File: src/rtl/core/spi_gpio_expander_regs_assert.svh
// Assertion macros shared by the expander modules.
// Each use expects signals named clk and rst_n in the enclosing module.
`ifndef SPI_GPIO_EXPANDER_REGS_ASSERT_SVH
`define SPI_GPIO_EXPANDER_REGS_ASSERT_SVH

// Same-cycle implication, checked outside reset.
`define SGE_ASSERT_IMP(label, ante, cons, msg) \
  label: assert property (@(posedge clk) disable iff (!rst_n) (ante) |-> (cons)) \
    else $error(msg);

// Next-cycle implication, checked outside reset.
`define SGE_ASSERT_NXT(label, ante, cons, msg) \
  label: assert property (@(posedge clk) disable iff (!rst_n) (ante) |=> (cons)) \
    else $error(msg);

`endif

File: src/rtl/core/sge_pkg.sv
package sge_pkg;

  // Register file geometry: port A bank then port B bank
  localparam int REGS_PER_BANK = 16;
  localparam int REG_FILE_SIZE = 2 * REGS_PER_BANK;
  localparam int OFF_W         = $clog2(REGS_PER_BANK);
  localparam int REG_IDX_W     = $clog2(REG_FILE_SIZE);

  // Offsets within one bank
  localparam logic [OFF_W-1:0] OFF_IODIR = OFF_W'(4'h0);
  localparam logic [OFF_W-1:0] OFF_IOCON = OFF_W'(4'h5);
  localparam logic [OFF_W-1:0] OFF_GPIO  = OFF_W'(4'h9);
  localparam logic [OFF_W-1:0] OFF_OLAT  = OFF_W'(4'hA);

  // Absolute indexes of the registers the logic touches directly
  localparam logic [REG_IDX_W-1:0] IDX_IODIR_A = {1'b0, OFF_IODIR};
  localparam logic [REG_IDX_W-1:0] IDX_IOCON_A = {1'b0, OFF_IOCON};
  localparam logic [REG_IDX_W-1:0] IDX_GPIO_A  = {1'b0, OFF_GPIO};
  localparam logic [REG_IDX_W-1:0] IDX_OLAT_A  = {1'b0, OFF_OLAT};
  localparam logic [REG_IDX_W-1:0] IDX_IODIR_B = {1'b1, OFF_IODIR};
  localparam logic [REG_IDX_W-1:0] IDX_GPIO_B  = {1'b1, OFF_GPIO};
  localparam logic [REG_IDX_W-1:0] IDX_OLAT_B  = {1'b1, OFF_OLAT};

  // IOCON control bits
  localparam int IOCON_BANK_BIT  = 7;
  localparam int IOCON_SEQOP_BIT = 5;

  // Reset values
  localparam logic [7:0] IODIR_RST  = 8'hFF;
  localparam logic [7:0] GPIO_A_RST = 8'h06;
  localparam logic [7:0] IDLE_REPLY = 8'hFF;

  // Input item kinds
  localparam logic [1:0] KIND_SPI = 2'd0;
  localparam logic [1:0] KIND_CS  = 2'd1;
  localparam logic [1:0] KIND_PIN = 2'd2;

  // Queue between front and back; depth must be a power of two
  localparam int QUEUE_DEPTH = 2;
  localparam int QPTR_W      = $clog2(QUEUE_DEPTH);
  localparam int QCNT_W      = $clog2(QUEUE_DEPTH + 1);

  typedef enum logic [1:0] {
    PH_CMD  = 2'd0,
    PH_ADDR = 2'd1,
    PH_DATA = 2'd2
  } phase_t;

  // Classified operation handed to the back end
  typedef enum logic [2:0] {
    OP_NONE    = 3'd0,
    OP_SPI_NOP = 3'd1,
    OP_ADDR    = 3'd2,
    OP_READ    = 3'd3,
    OP_WRITE   = 3'd4,
    OP_PIN     = 3'd5
  } op_kind_t;

  typedef struct packed {
    op_kind_t   op;
    logic [7:0] data_byte;
    logic [3:0] pin_index;
    logic       pin_level;
  } sge_op_t;

  typedef struct packed {
    logic       reply_valid;
    logic [7:0] miso_byte;
    logic       drive_bank;
    logic [7:0] drive_changed;
    logic [7:0] drive_levels;
  } sge_res_t;

endpackage

File: src/rtl/core/sge_if.sv
// Request channel into the expander
interface sge_in_if;
  logic       valid;
  logic       ready;
  logic [1:0] kind;
  logic [7:0] data_byte;
  logic [3:0] pin_index;
  logic       pin_level;

  modport source (output valid, kind, data_byte, pin_index, pin_level, input ready);
  modport sink   (input valid, kind, data_byte, pin_index, pin_level, output ready);
endinterface

// Result channel out of the expander
interface sge_out_if;
  logic       valid;
  logic       ready;
  logic       reply_valid;
  logic [7:0] miso_byte;
  logic       drive_bank;
  logic [7:0] drive_changed;
  logic [7:0] drive_levels;

  modport source (output valid, reply_valid, miso_byte, drive_bank, drive_changed,
                  drive_levels, input ready);
  modport sink   (input valid, reply_valid, miso_byte, drive_bank, drive_changed,
                  drive_levels, output ready);
endinterface

File: src/rtl/core/sge_front.sv
module sge_front
  import sge_pkg::*;
(
  input  logic    clk,
  input  logic    rst_n,
  sge_in_if.sink  in_ch,
  input  logic    full,
  output logic    push,
  output sge_op_t push_op
);

  phase_t phase_r, phase_nxt;
  logic   cmd_rd_r, cmd_rd_nxt;

  // Take a request whenever the queue has room
  assign in_ch.ready = !full;
  assign push        = in_ch.valid && !full;

  // Hold frame phase and the read flag of the command byte
  always_ff @(posedge clk) begin
    if (!rst_n) begin
      phase_r  <= PH_CMD;
      cmd_rd_r <= 1'b0;
    end else if (push) begin
      phase_r  <= phase_nxt;
      cmd_rd_r <= cmd_rd_nxt;
    end
  end

  // Classify the request and advance the frame phase
  always_comb begin
    phase_nxt         = phase_r;
    cmd_rd_nxt        = cmd_rd_r;
    push_op.op        = OP_NONE;
    push_op.data_byte = in_ch.data_byte;
    push_op.pin_index = in_ch.pin_index;
    push_op.pin_level = in_ch.pin_level;
    case (in_ch.kind)
      KIND_SPI: begin
        unique case (phase_r)
          PH_CMD: begin
            cmd_rd_nxt = in_ch.data_byte[0];
            phase_nxt  = PH_ADDR;
            push_op.op = OP_SPI_NOP;
          end
          PH_ADDR: begin
            phase_nxt  = PH_DATA;
            push_op.op = OP_ADDR;
          end
          PH_DATA: begin
            push_op.op = cmd_rd_r ? OP_READ : OP_WRITE;
          end
          default: begin
            push_op.op = OP_SPI_NOP;
          end
        endcase
      end
      KIND_CS: begin
        phase_nxt = PH_CMD;
      end
      KIND_PIN: begin
        push_op.op = OP_PIN;
      end
      default: begin
        push_op.op = OP_NONE;
      end
    endcase
  end

endmodule

File: src/rtl/core/sge_queue.sv
`include "spi_gpio_expander_regs_assert.svh"

module sge_queue
  import sge_pkg::*;
(
  input  logic    clk,
  input  logic    rst_n,
  input  logic    push,
  input  sge_op_t push_op,
  input  logic    pop,
  output sge_op_t pop_op,
  output logic    full,
  output logic    empty
);

  localparam logic [QCNT_W-1:0] QUEUE_FULL = QCNT_W'(QUEUE_DEPTH);

  sge_op_t           q_r [QUEUE_DEPTH];
  logic [QPTR_W-1:0] wr_ptr_r;
  logic [QPTR_W-1:0] rd_ptr_r;
  logic [QCNT_W-1:0] cnt_r;

  assign full   = (cnt_r == QUEUE_FULL);
  assign empty  = (cnt_r == '0);
  assign pop_op = q_r[rd_ptr_r];

  // Advance pointers and count
  always_ff @(posedge clk) begin
    if (!rst_n) begin
      wr_ptr_r <= '0;
      rd_ptr_r <= '0;
      cnt_r    <= '0;
    end else begin
      if (push) wr_ptr_r <= wr_ptr_r + 1'b1;
      if (pop)  rd_ptr_r <= rd_ptr_r + 1'b1;
      if (push && !pop) cnt_r <= cnt_r + 1'b1;
      else if (pop && !push) cnt_r <= cnt_r - 1'b1;
    end
  end

  // Store entries
  always_ff @(posedge clk) begin
    if (push) q_r[wr_ptr_r] <= push_op;
  end

  `SGE_ASSERT_IMP(a_no_push_when_full, push, !full, "push into a full queue")
  `SGE_ASSERT_IMP(a_no_pop_when_empty, pop, !empty, "pop from an empty queue")
  `SGE_ASSERT_IMP(a_count_bound, 1'b1, cnt_r <= QUEUE_FULL, "queue count overflow")

endmodule

File: src/rtl/core/sge_back.sv
`include "spi_gpio_expander_regs_assert.svh"

module sge_back
  import sge_pkg::*;
(
  input  logic     clk,
  input  logic     rst_n,
  input  logic     empty,
  input  sge_op_t  pop_op,
  output logic     pop,
  sge_out_if.source out_ch
);

  logic [7:0]           rf_r [REG_FILE_SIZE];
  logic [7:0]           rf_nxt [REG_FILE_SIZE];
  logic [7:0]           ptr_r, ptr_nxt;
  logic                 out_valid_r;
  sge_res_t             out_r, res_nxt;

  logic [7:0]           iocon;
  logic [7:0]           map_addr;
  logic                 in_range;
  logic [REG_IDX_W-1:0] idx;
  logic                 wr_bank;
  logic [7:0]           dir, old_olat, new_olat;
  logic [7:0]           pin_dir;
  logic                 seqop;

  // Take the next queued request when the output register is free or draining
  assign pop = !empty && (!out_valid_r || out_ch.ready);

  // Map the frame address into the banked layout
  always_comb begin
    iocon = rf_r[IDX_IOCON_A];
    if (iocon[IOCON_BANK_BIT]) map_addr = ptr_r;
    else map_addr = {1'b0, ptr_r[7:1]} | {3'b000, ptr_r[0], 4'b0000};
    in_range = (map_addr[7:REG_IDX_W] == '0);
    idx      = map_addr[REG_IDX_W-1:0];
    wr_bank  = idx[OFF_W];
    dir      = wr_bank ? rf_r[IDX_IODIR_B] : rf_r[IDX_IODIR_A];
    old_olat = wr_bank ? rf_r[IDX_OLAT_B] : rf_r[IDX_OLAT_A];
    new_olat = (pop_op.data_byte & ~dir) | (old_olat & dir);
    pin_dir  = pop_op.pin_index[3] ? rf_r[IDX_IODIR_B] : rf_r[IDX_IODIR_A];
  end

  // Execute the request against the register file
  always_comb begin
    rf_nxt  = rf_r;
    ptr_nxt = ptr_r;
    seqop   = iocon[IOCON_SEQOP_BIT];
    res_nxt = '0;
    case (pop_op.op)
      OP_SPI_NOP: begin
        res_nxt.reply_valid = 1'b1;
        res_nxt.miso_byte   = IDLE_REPLY;
      end
      OP_ADDR: begin
        res_nxt.reply_valid = 1'b1;
        res_nxt.miso_byte   = IDLE_REPLY;
        ptr_nxt             = pop_op.data_byte;
      end
      OP_READ: begin
        res_nxt.reply_valid = 1'b1;
        res_nxt.miso_byte   = in_range ? rf_r[idx] : IDLE_REPLY;
        if (!seqop) ptr_nxt = ptr_r + 8'd1;
      end
      OP_WRITE: begin
        res_nxt.reply_valid = 1'b1;
        res_nxt.miso_byte   = IDLE_REPLY;
        if (in_range) begin
          if (idx[OFF_W-1:0] == OFF_GPIO || idx[OFF_W-1:0] == OFF_OLAT) begin
            // GPIO and OLAT both land in the output latch of that port
            if (wr_bank) rf_nxt[IDX_OLAT_B] = new_olat;
            else rf_nxt[IDX_OLAT_A] = new_olat;
            res_nxt.drive_bank    = wr_bank;
            res_nxt.drive_changed = (old_olat ^ pop_op.data_byte) & ~dir;
            res_nxt.drive_levels  = new_olat;
          end else begin
            rf_nxt[idx] = pop_op.data_byte;
            if (idx == IDX_IOCON_A) seqop = pop_op.data_byte[IOCON_SEQOP_BIT];
          end
        end
        if (!seqop) ptr_nxt = ptr_r + 8'd1;
      end
      OP_PIN: begin
        // Only input pins follow the external level
        if (pin_dir[pop_op.pin_index[2:0]]) begin
          if (pop_op.pin_index[3])
            rf_nxt[IDX_GPIO_B][pop_op.pin_index[2:0]] = pop_op.pin_level;
          else
            rf_nxt[IDX_GPIO_A][pop_op.pin_index[2:0]] = pop_op.pin_level;
        end
      end
      default: begin
        res_nxt = '0;
      end
    endcase
  end

  // Update register file and pointer on each executed request
  always_ff @(posedge clk) begin
    if (!rst_n) begin
      for (int i = 0; i < REG_FILE_SIZE; i++) begin
        if (REG_IDX_W'(i) == IDX_IODIR_A || REG_IDX_W'(i) == IDX_IODIR_B)
          rf_r[i] <= IODIR_RST;
        else if (REG_IDX_W'(i) == IDX_GPIO_A)
          rf_r[i] <= GPIO_A_RST;
        else
          rf_r[i] <= 8'h00;
      end
      ptr_r <= 8'h00;
    end else if (pop) begin
      rf_r  <= rf_nxt;
      ptr_r <= ptr_nxt;
    end
  end

  // Hold the result until the receiver takes it
  always_ff @(posedge clk) begin
    if (!rst_n) begin
      out_valid_r <= 1'b0;
    end else if (pop) begin
      out_valid_r <= 1'b1;
    end else if (out_ch.ready) begin
      out_valid_r <= 1'b0;
    end
  end

  always_ff @(posedge clk) begin
    if (pop) out_r <= res_nxt;
  end

  assign out_ch.valid         = out_valid_r;
  assign out_ch.reply_valid   = out_r.reply_valid;
  assign out_ch.miso_byte     = out_r.miso_byte;
  assign out_ch.drive_bank    = out_r.drive_bank;
  assign out_ch.drive_changed = out_r.drive_changed;
  assign out_ch.drive_levels  = out_r.drive_levels;

  `SGE_ASSERT_IMP(a_quiet_miso_off_spi, out_valid_r && !out_r.reply_valid,
                  out_r.miso_byte == 8'h00, "reply byte on a non-spi result")
  `SGE_ASSERT_IMP(a_drive_only_on_spi, out_valid_r && out_r.drive_changed != 8'h00,
                  out_r.reply_valid, "drive change on a non-spi result")
  `SGE_ASSERT_NXT(a_addr_loads_ptr, pop && pop_op.op == OP_ADDR,
                  ptr_r == $past(pop_op.data_byte), "address byte not loaded")
  `SGE_ASSERT_NXT(a_pin_keeps_dir, pop && pop_op.op == OP_PIN,
                  $stable(rf_r[IDX_IODIR_A]) && $stable(rf_r[IDX_IODIR_B]),
                  "pin event changed a direction register")

endmodule

File: src/rtl/core/spi_gpio_expander_regs.sv
// Register file of a 16-pin SPI GPIO expander.
// in_ch carries one request per handshake: an SPI byte, a chip-select
// release, or an external pin level change. out_ch returns exactly one
// result per request, in order: the reply byte for SPI bytes (read data in
// the data phase of a read frame, else 0xFF) and, for writes to GPIO or
// OLAT, the port, the mask of output pins that changed and the new latch.
// A front stage classifies each request by frame phase and pushes it into a
// two-entry queue; a back stage executes it on the register file and loads
// the output register, which drives out_ch.valid. Throughput is one request
// per cycle while out_ch is ready, limited by the single register-file
// update per cycle in the back stage.
// If out_ch stalls, the result holds, the back stage stops, and in_ch keeps
// accepting until the queue fills (two requests beyond the held result).
// Synchronous reset returns the frame to the command phase, clears the
// pointer and queue, and loads the register file: all zero except both
// direction registers 0xFF and port A GPIO 0x06.
module spi_gpio_expander_regs
  import sge_pkg::*;
(
  input  logic      clk,
  input  logic      rst_n,
  sge_in_if.sink    in_ch,
  sge_out_if.source out_ch
);

  logic    push, pop, full, empty;
  sge_op_t push_op, pop_op;

  sge_front u_front (
    .clk     (clk),
    .rst_n   (rst_n),
    .in_ch   (in_ch),
    .full    (full),
    .push    (push),
    .push_op (push_op)
  );

  sge_queue u_queue (
    .clk     (clk),
    .rst_n   (rst_n),
    .push    (push),
    .push_op (push_op),
    .pop     (pop),
    .pop_op  (pop_op),
    .full    (full),
    .empty   (empty)
  );

  sge_back u_back (
    .clk    (clk),
    .rst_n  (rst_n),
    .empty  (empty),
    .pop_op (pop_op),
    .pop    (pop),
    .out_ch (out_ch)
  );

endmodule

File: src/flat_wrapper.sv
// flat-port wrapper written by rule: the top's interface ports become plain ports
module spi_gpio_expander_regs_flat import sge_pkg::*;
  (clk, rst_n, in_ch_valid, in_ch_kind, in_ch_data_byte, in_ch_pin_index, in_ch_pin_level, in_ch_ready, out_ch_valid, out_ch_reply_valid, out_ch_miso_byte, out_ch_drive_bank, out_ch_drive_changed, out_ch_drive_levels, out_ch_ready);
  sge_in_if in_ch_i ();
  sge_out_if out_ch_i ();
  input  logic clk;
  input  logic rst_n;
  input wire logic [$bits(in_ch_i.valid)-1:0] in_ch_valid;
  input wire logic [$bits(in_ch_i.kind)-1:0] in_ch_kind;
  input wire logic [$bits(in_ch_i.data_byte)-1:0] in_ch_data_byte;
  input wire logic [$bits(in_ch_i.pin_index)-1:0] in_ch_pin_index;
  input wire logic [$bits(in_ch_i.pin_level)-1:0] in_ch_pin_level;
  output wire logic [$bits(in_ch_i.ready)-1:0] in_ch_ready;
  output wire logic [$bits(out_ch_i.valid)-1:0] out_ch_valid;
  output wire logic [$bits(out_ch_i.reply_valid)-1:0] out_ch_reply_valid;
  output wire logic [$bits(out_ch_i.miso_byte)-1:0] out_ch_miso_byte;
  output wire logic [$bits(out_ch_i.drive_bank)-1:0] out_ch_drive_bank;
  output wire logic [$bits(out_ch_i.drive_changed)-1:0] out_ch_drive_changed;
  output wire logic [$bits(out_ch_i.drive_levels)-1:0] out_ch_drive_levels;
  input wire logic [$bits(out_ch_i.ready)-1:0] out_ch_ready;
  assign in_ch_i.valid = in_ch_valid;
  assign in_ch_i.kind = in_ch_kind;
  assign in_ch_i.data_byte = in_ch_data_byte;
  assign in_ch_i.pin_index = in_ch_pin_index;
  assign in_ch_i.pin_level = in_ch_pin_level;
  assign in_ch_ready = in_ch_i.ready;
  assign out_ch_valid = out_ch_i.valid;
  assign out_ch_reply_valid = out_ch_i.reply_valid;
  assign out_ch_miso_byte = out_ch_i.miso_byte;
  assign out_ch_drive_bank = out_ch_i.drive_bank;
  assign out_ch_drive_changed = out_ch_i.drive_changed;
  assign out_ch_drive_levels = out_ch_i.drive_levels;
  assign out_ch_i.ready = out_ch_ready;
  spi_gpio_expander_regs u_core (.clk(clk), .rst_n(rst_n), .in_ch(in_ch_i), .out_ch(out_ch_i));
endmodule
File: config.mk
export PLATFORM = sky130hd
export DESIGN_NAME = spi_gpio_expander_regs_flat
export DESIGN_NICKNAME = d
export VERILOG_FILES = /design/src/rtl/core/sge_pkg.sv /design/src/rtl/core/sge_if.sv /design/src/rtl/core/sge_front.sv /design/src/rtl/core/sge_queue.sv /design/src/rtl/core/sge_back.sv /design/src/rtl/core/spi_gpio_expander_regs.sv /design/src/flat_wrapper.sv
export VERILOG_INCLUDE_DIRS = /design/src /design/src/rtl/core
export SDC_FILE = /design/constraint.sdc
export NUM_CORES = 1
export LEC_CHECK = 0
export BUFFER_PORTS_ARGS = -buffer_cell sky130_fd_sc_hd__buf_2
export CORE_ASPECT_RATIO = 0.6
export CORE_UTILIZATION = 51
export CTS_BUF_LIST = sky130_fd_sc_hd__clkbuf_4
export DETAILED_ROUTE_END_ITERATION = 10
export PLACE_DENSITY = 0.67
export SLEW_MARGIN = 20
export SYNTH_ARGS = -nofsm -noshare
export SYNTH_HDL_FRONTEND = slang
export SYNTH_SLANG_ARGS = --single-unit
File: constraint.sdc
create_clock -name clk -period 7.2 [get_ports clk]
set_input_delay 1.08 -clock clk [delete_from_list [all_inputs] [get_ports clk]]
set_output_delay 1.08 -clock clk [all_outputs]
set_load 0.02 [all_outputs]
==> results of run 1 <==
## metrics by stage
step	hold slack [ps]	utilization [%]
global route	442	57.0
CTS	433	56.9
global placement	466	53.5
floorplan	434	-
finish	466	57.0
detailed placement	477	53.5
## metal layers
metal / vias to the layer above / global-route usage, % / routed length (um)
li1: 6124 / - / -
met1: 6357 / 45.5 / 21900
met2: 669 / 41.8 / 18800
met3: 81 / 12.3 / 5800
met4: 0 / 8.35 / 850
met5: - / 0 / 0
## logic make-up (layout without fill, tap and decap cells)
family	Yosys count	in the layout	synth area share (%)
simple gates	487	487	15.6
buf+inv	165	223	4.77
flops	331	331	47.5
mux	60	60	4.48
other cells	0	6	0
fa+ha+maj	5	5	0.413
xor+xnor	23	23	1.33
compound gates	550	550	25.9
## final cells by class
type	instances	area, um^2
repair buffers	70	410
fillers	2661	12500
flip-flops and latches	331	7210
multi-input cells	1125	7350
well taps	400	500
inverters	13	53.8
diodes	6	15.0
clock inverters	13	50.0
clock buffers	127	953
## synth_stat cells, types with 4 or more instances
library cell,instances
a31oi_1,8
o21ai_0,28
nand2_1,76
ha_1,5
o22ai_1,9
nor4_1,21
mux2_2,33
mux2i_1,24
o311ai_0,4
buf_4,13
or2_2,8
nand3_1,14
buf_1,12
a211oi_1,214
and3_1,9
nor4_4,12
nand2b_1,6
nor3_1,27
nand3b_1,5
a22oi_1,127
a21oi_1,84
clkbuf_1,98
nor2_1,276
a21boi_0,7
and2_1,4
o32ai_1,4
inv_1,13
xor2_1,6
nor2b_1,6
xnor2_1,17
edfxtp_1,58
o211ai_1,20
dfxtp_1,273
buf_2,26
or3_1,4
o31a_1,4
## state kept, by name, indices dropped and copies added (netlist names), named ones only
register	flops
u_core.u_back.ptr_r	8
u_core.u_queue.wr_ptr_r	1
u_core.u_queue.rd_ptr_r	1
u_core.u_back.iocon	8
u_core.u_back.out_ch.miso_byte	8
u_core.u_queue.q_r	32
u_core.u_back.rf_r	248
u_core.u_back.out_ch.valid	1
u_core.u_front.phase_r	2
u_core.u_front.cmd_rd_r	1
u_core.u_back.out_ch.drive_levels	8
u_core.u_back.out_ch.drive_changed	8
u_core.u_back.out_ch.drive_bank	1
u_core.u_back.out_ch.reply_valid	1
u_core.u_queue.cnt_r	2
## critical path: stages (launching register included)
cell and delay [ps]:
dfxtp_1 800, mux2_2 440, nor2_4 80, buf_4 630
nand3_1 640, a211oi_2 1120, nor2_1 90, a211oi_1 240
## worst max path at each step
stage | endpoint | cells past startpoint
after floorplan | u_core.u_back.rf_r[253] | 10
after global placement | u_core.u_back.rf_r[61] | 9
after detailed placement | u_core.u_back.rf_r[61] | 9
after CTS | u_core.u_back.rf_r[57] | 7
after global routing | u_core.u_back.rf_r[189] | 7
final | u_core.u_back.rf_r[57] | 7
## report_power, final
| group | internal, W | total, W | switching [W] | leakage (nW) |
|---|---|---|---|---|
| Combinational | 0.000463 | 0.00174 | 0.00128 | 1.81 |
| Sequential | 0.00205 | 0.00217 | 0.000119 | 2.76 |
| Clock | 0.000795 | 0.00158 | 0.000782 | 0.612 |
| Total | 0.00331 | 0.00549 | 0.00218 | 5.18 |
==> reports/results.ini, run 1 <==
[timing]
period_share_pct=58.2
fmax_mhz=239
tightest_slew_ps=1140
period_needed_ps=4190
setup_viol=0
worst_slack_ps=3010
hold_viol=0
tns_ps=0
max-slew-margin-rel_pct=24.0
fin_skew_ps=35.7
rsz0062_at_grt=no
final_max_slew_viol_count=0

[detailed_routing]
ant_nets=0
finalWirelength_mm=47.3
wl_per_cell_um=22.7
num_vias=13200
drtIter0Drc=1561
vias_per_cell=6.35
firstDrtPassIters=6
route.detailed.drc=0

[min_path]
hold_path_depth=1
min_path_type=primary input to register
min_to=u_core.u_queue.q_r[1][7]
min_from=in_ch_data_byte[2]

[clock_tree]
cts_resized=0
ctsHtreeMaxLevel=3
cts_hold_buf=0
post-cts-setup-buffers=0
cts_buffers=80
ctsLongestPathBuffers=3
clk-insertion-delay-late_ps=810
cts_tree=done
clock-root-buffer=clkbuf_4
clk_pin_slew_ps=70
clkSinkCount=331

[die]
dieArea_um2=30400
rows=48
dieHeight_um=136
num_io_pins=47
die_x_um=225
initial_core_util_pct=52.3
coreArea_um2=29000

[power_and_ir_drop]
total_power_w=0.00549
p_leak_nw=5.18
power.density_nw_per_um2=332
ir_drop_uv=163

[synth]
synth_top_cell_area_share_pct=36.0
synth.distinct_cells=77
synth-edff-count=58
synth_nets=1645
ys_top_cells_by_area=dfxtp_1 36%, edfxtp_1 11%, a211oi_1 11%
ys.flop_type=dfxtp_1
synth_area_per_cell_um2=9.35
syn_inst=1621
synth_top_area_cell=dfxtp_1
async_reset_ff_share_pct=0
synth_warnings=0
syn_area_um2=15200
synth_seq_area_share_pct=47.5
synth-seq-cells=331

[worst_setup_path]
r2r-start=u_core.u_back.iocon[7]
critPathCaptureType=register
timing.rr.end=u_core.u_back.rf_r[57]
ff2ff_setup_slack_ps=3010
critPathLaunch=u_core.u_back.iocon[7]
cp_max_fo=64
cp.required_ps=7910
criticalPathCategory=register to register
critPathArrivalTime_ps=4900
reg2reg_depth=7
startpoint_type=register

[global_route]
antenna_found_initial=2
gr-total-overflow=0
grt_pass1_vias=12000
grtUsageTotal_pct=31.1
grt_pass1_wl_mm=71.7
grt_max_degree=92

[status]
status=finished, final reports clean

[cells_and_area]
layout-drive-gt1-share_pct=16.8
area_delta_synth_final_pct=9.09
stdcell_count=2085
stdcell_area_um2=16500
final_cell_mix=274 x nor2_1, 272 x dfxtp_1, 214 x a211oi_1
nets=1645
final_common_cell=nor2_1

[placement]
place_ws_ps=2640
numPlacedInstances=1939
dp_hpwl_mm=30.3
io_buffer_count=46
gp_congestion=0.892
placed_cell_area_um2=15500

[flow_run]
drv_cap=0

(Power assumes the default switching activity.)
==> run 2, diff against run 1 <==
--- a/config.mk
+++ b/config.mk
@@ -11,7 +11,7 @@
 export CORE_UTILIZATION = 51
 export CTS_BUF_LIST = sky130_fd_sc_hd__clkbuf_4
 export DETAILED_ROUTE_END_ITERATION = 10
-export PLACE_DENSITY = 0.67
+export PLACE_DENSITY = 0.7
 export SLEW_MARGIN = 20
 export SYNTH_ARGS = -nofsm -noshare
 export SYNTH_HDL_FRONTEND = slang
==> constraint.sdc (replaced) <==
create_clock -name clk -period 3.8 [get_ports clk]
set_input_delay 0.57 -clock clk [delete_from_list [all_inputs] [get_ports clk]]
set_output_delay 0.57 -clock clk [all_outputs]
set_load 0.02 [all_outputs]
==> reports/results.ini, run 2 (synthesis results as in run 1) <==
[global_route]
grt_pass1_wl_mm=75.4
gr-usage-met1_pct=49.1
antenna_found_initial=1
met3_usage_pct=11.9
gr-usage-met2_pct=43.6
grtUsageTotal_pct=32.8
gr-max-usage-layer=met1
grt_pass1_vias=12500
gr-total-overflow=0
grt_max_degree=80

[placement]
dp_hpwl_mm=33.8
gp_congestion=0.973
io_buffer_count=46

[die]
initial_core_util_pct=52.3
dieArea_um2=30400
dieHeight_um=136
rows=48
num_io_pins=47
coreArea_um2=29000
die_x_um=225

[timing]
fin_skew_ps=47.5
fmax_mhz=279
period_share_pct=94.4
rsz0062_at_grt=no
hold_viol=0
tns_ps=0
tightest_slew_ps=1160
period_needed_ps=3590
final_max_slew_viol_count=0
setup_viol=0
max-slew-margin-rel_pct=22.7

[cells_and_area]
largest_registers=u_core.u_back.rf_r x248, u_core.u_queue.q_r x32
final_common_cell=nor2_1
area_delta_synth_final_pct=12.8
final_cell_mix=275 x nor2_1, 272 x dfxtp_1, 214 x a211oi_1
layout-drive-gt1-share_pct=19.0
regMostFlops=u_core.u_back.rf_r
nets=1713
largest_register_ffs=248

[detailed_routing]
firstDrtPassIters=7
vias_per_cell=6.38
num_vias=13700
finalWirelength_mm=49.5
drtIter0Drc=1640
route.detailed.drc=0
wl_per_cell_um=23.1
ant_nets=0

[power_and_ir_drop]
p_leak_nw=5.52
total_power_w=0.0105
power.density_nw_per_um2=617
ir_drop_uv=295

[clock_tree]
clock-root-buffer=clkbuf_4
cts_resized=0
clk-insertion-delay-late_ps=760
cts_hold_buf=12
clk_pin_slew_ps=90
cts_buffers=78
ctsHtreeMaxLevel=3
ctsLongestPathBuffers=3
post-cts-setup-buffers=0
cts_tree=done
clkSinkCount=331

[worst_setup_path]
cp_max_fo=29
critPathArrivalTime_ps=4060
critPathCaptureType=register
startpoint_type=register
criticalPathCategory=register to register
cp.required_ps=4270

[min_path]
min_path_type=primary input to register

[status]
status=finished, final reports clean

[flow_run]
drv_cap=0

run 2: final cells by class:
type,count,area (um^2)
Antenna cell,1,2.50
Clock buffer,115,863
Clock inverter,22,118
Fill cell,2563,11900
Inverter,13,53.8
Multi-Input combinational cell,1125,7340
Sequential cell,331,7210
Tap cell,400,500
Timing Repair Buffer,140,1020
run 2: routing by layer:
layer  routed length [um]  share of wire [%]
met1                22500                 45
met2                19700                 40
met3                 6580                 13
met4                  727                1.5
met5                    0                  0
run 2: where the power goes:
group	internal, W	switching [W]	total [W]
combinational	0.00100	0.00248	0.00348
clock	0.00146	0.00149	0.00295
sequential	0.00389	0.000222	0.00411
total	0.00635	0.00419	0.0105
run 2: final timing paths:
| path | start | end | slack (ps) | depth (start not counted) |
|---|---|---|---|---|
| hold / removal | in_ch_data_byte[0] | u_core.u_queue.q_r[0][5] | 50 | 1 |
| hold reg to reg | u_core.u_back.rf_r[55] | u_core.u_back.rf_r[55] | 480 | 2 |
| setup / recovery | u_core.u_back.iocon[7] | u_core.u_back.out_ch.miso_byte[3] | 210 | 8 |
| setup reg to reg | u_core.u_back.iocon[7] | u_core.u_back.out_ch.miso_byte[3] | 210 | 8 |
run 2: critical path, stage by stage, from the launching register on:
cell and delay, ps:
dfxtp_1 770, mux2_2 440, and2_2 290, buf_12 200, buf_4 190, a22oi_1 300, a21boi_0 160, nor4_1 750
a31oi_1 170
run 2: stage by stage:
step / hold WS, ps / setup slack (ps) / instance area [um^2] / instances / utilization [%]
detailed placement: 469 / 396 / 16000 / 1997 / 55.2
global route: 13.3 / 242 / 17100 / 2147 / 59.0
floorplan: 434 / 1000 / 15200 / 1621 / -
CTS: 6.26 / 394 / 17100 / 2146 / 59.0
finish: 45.2 / 212 / 17100 / 2147 / 59.0
global placement: 459 / 440 / 16000 / 1997 / 55.2
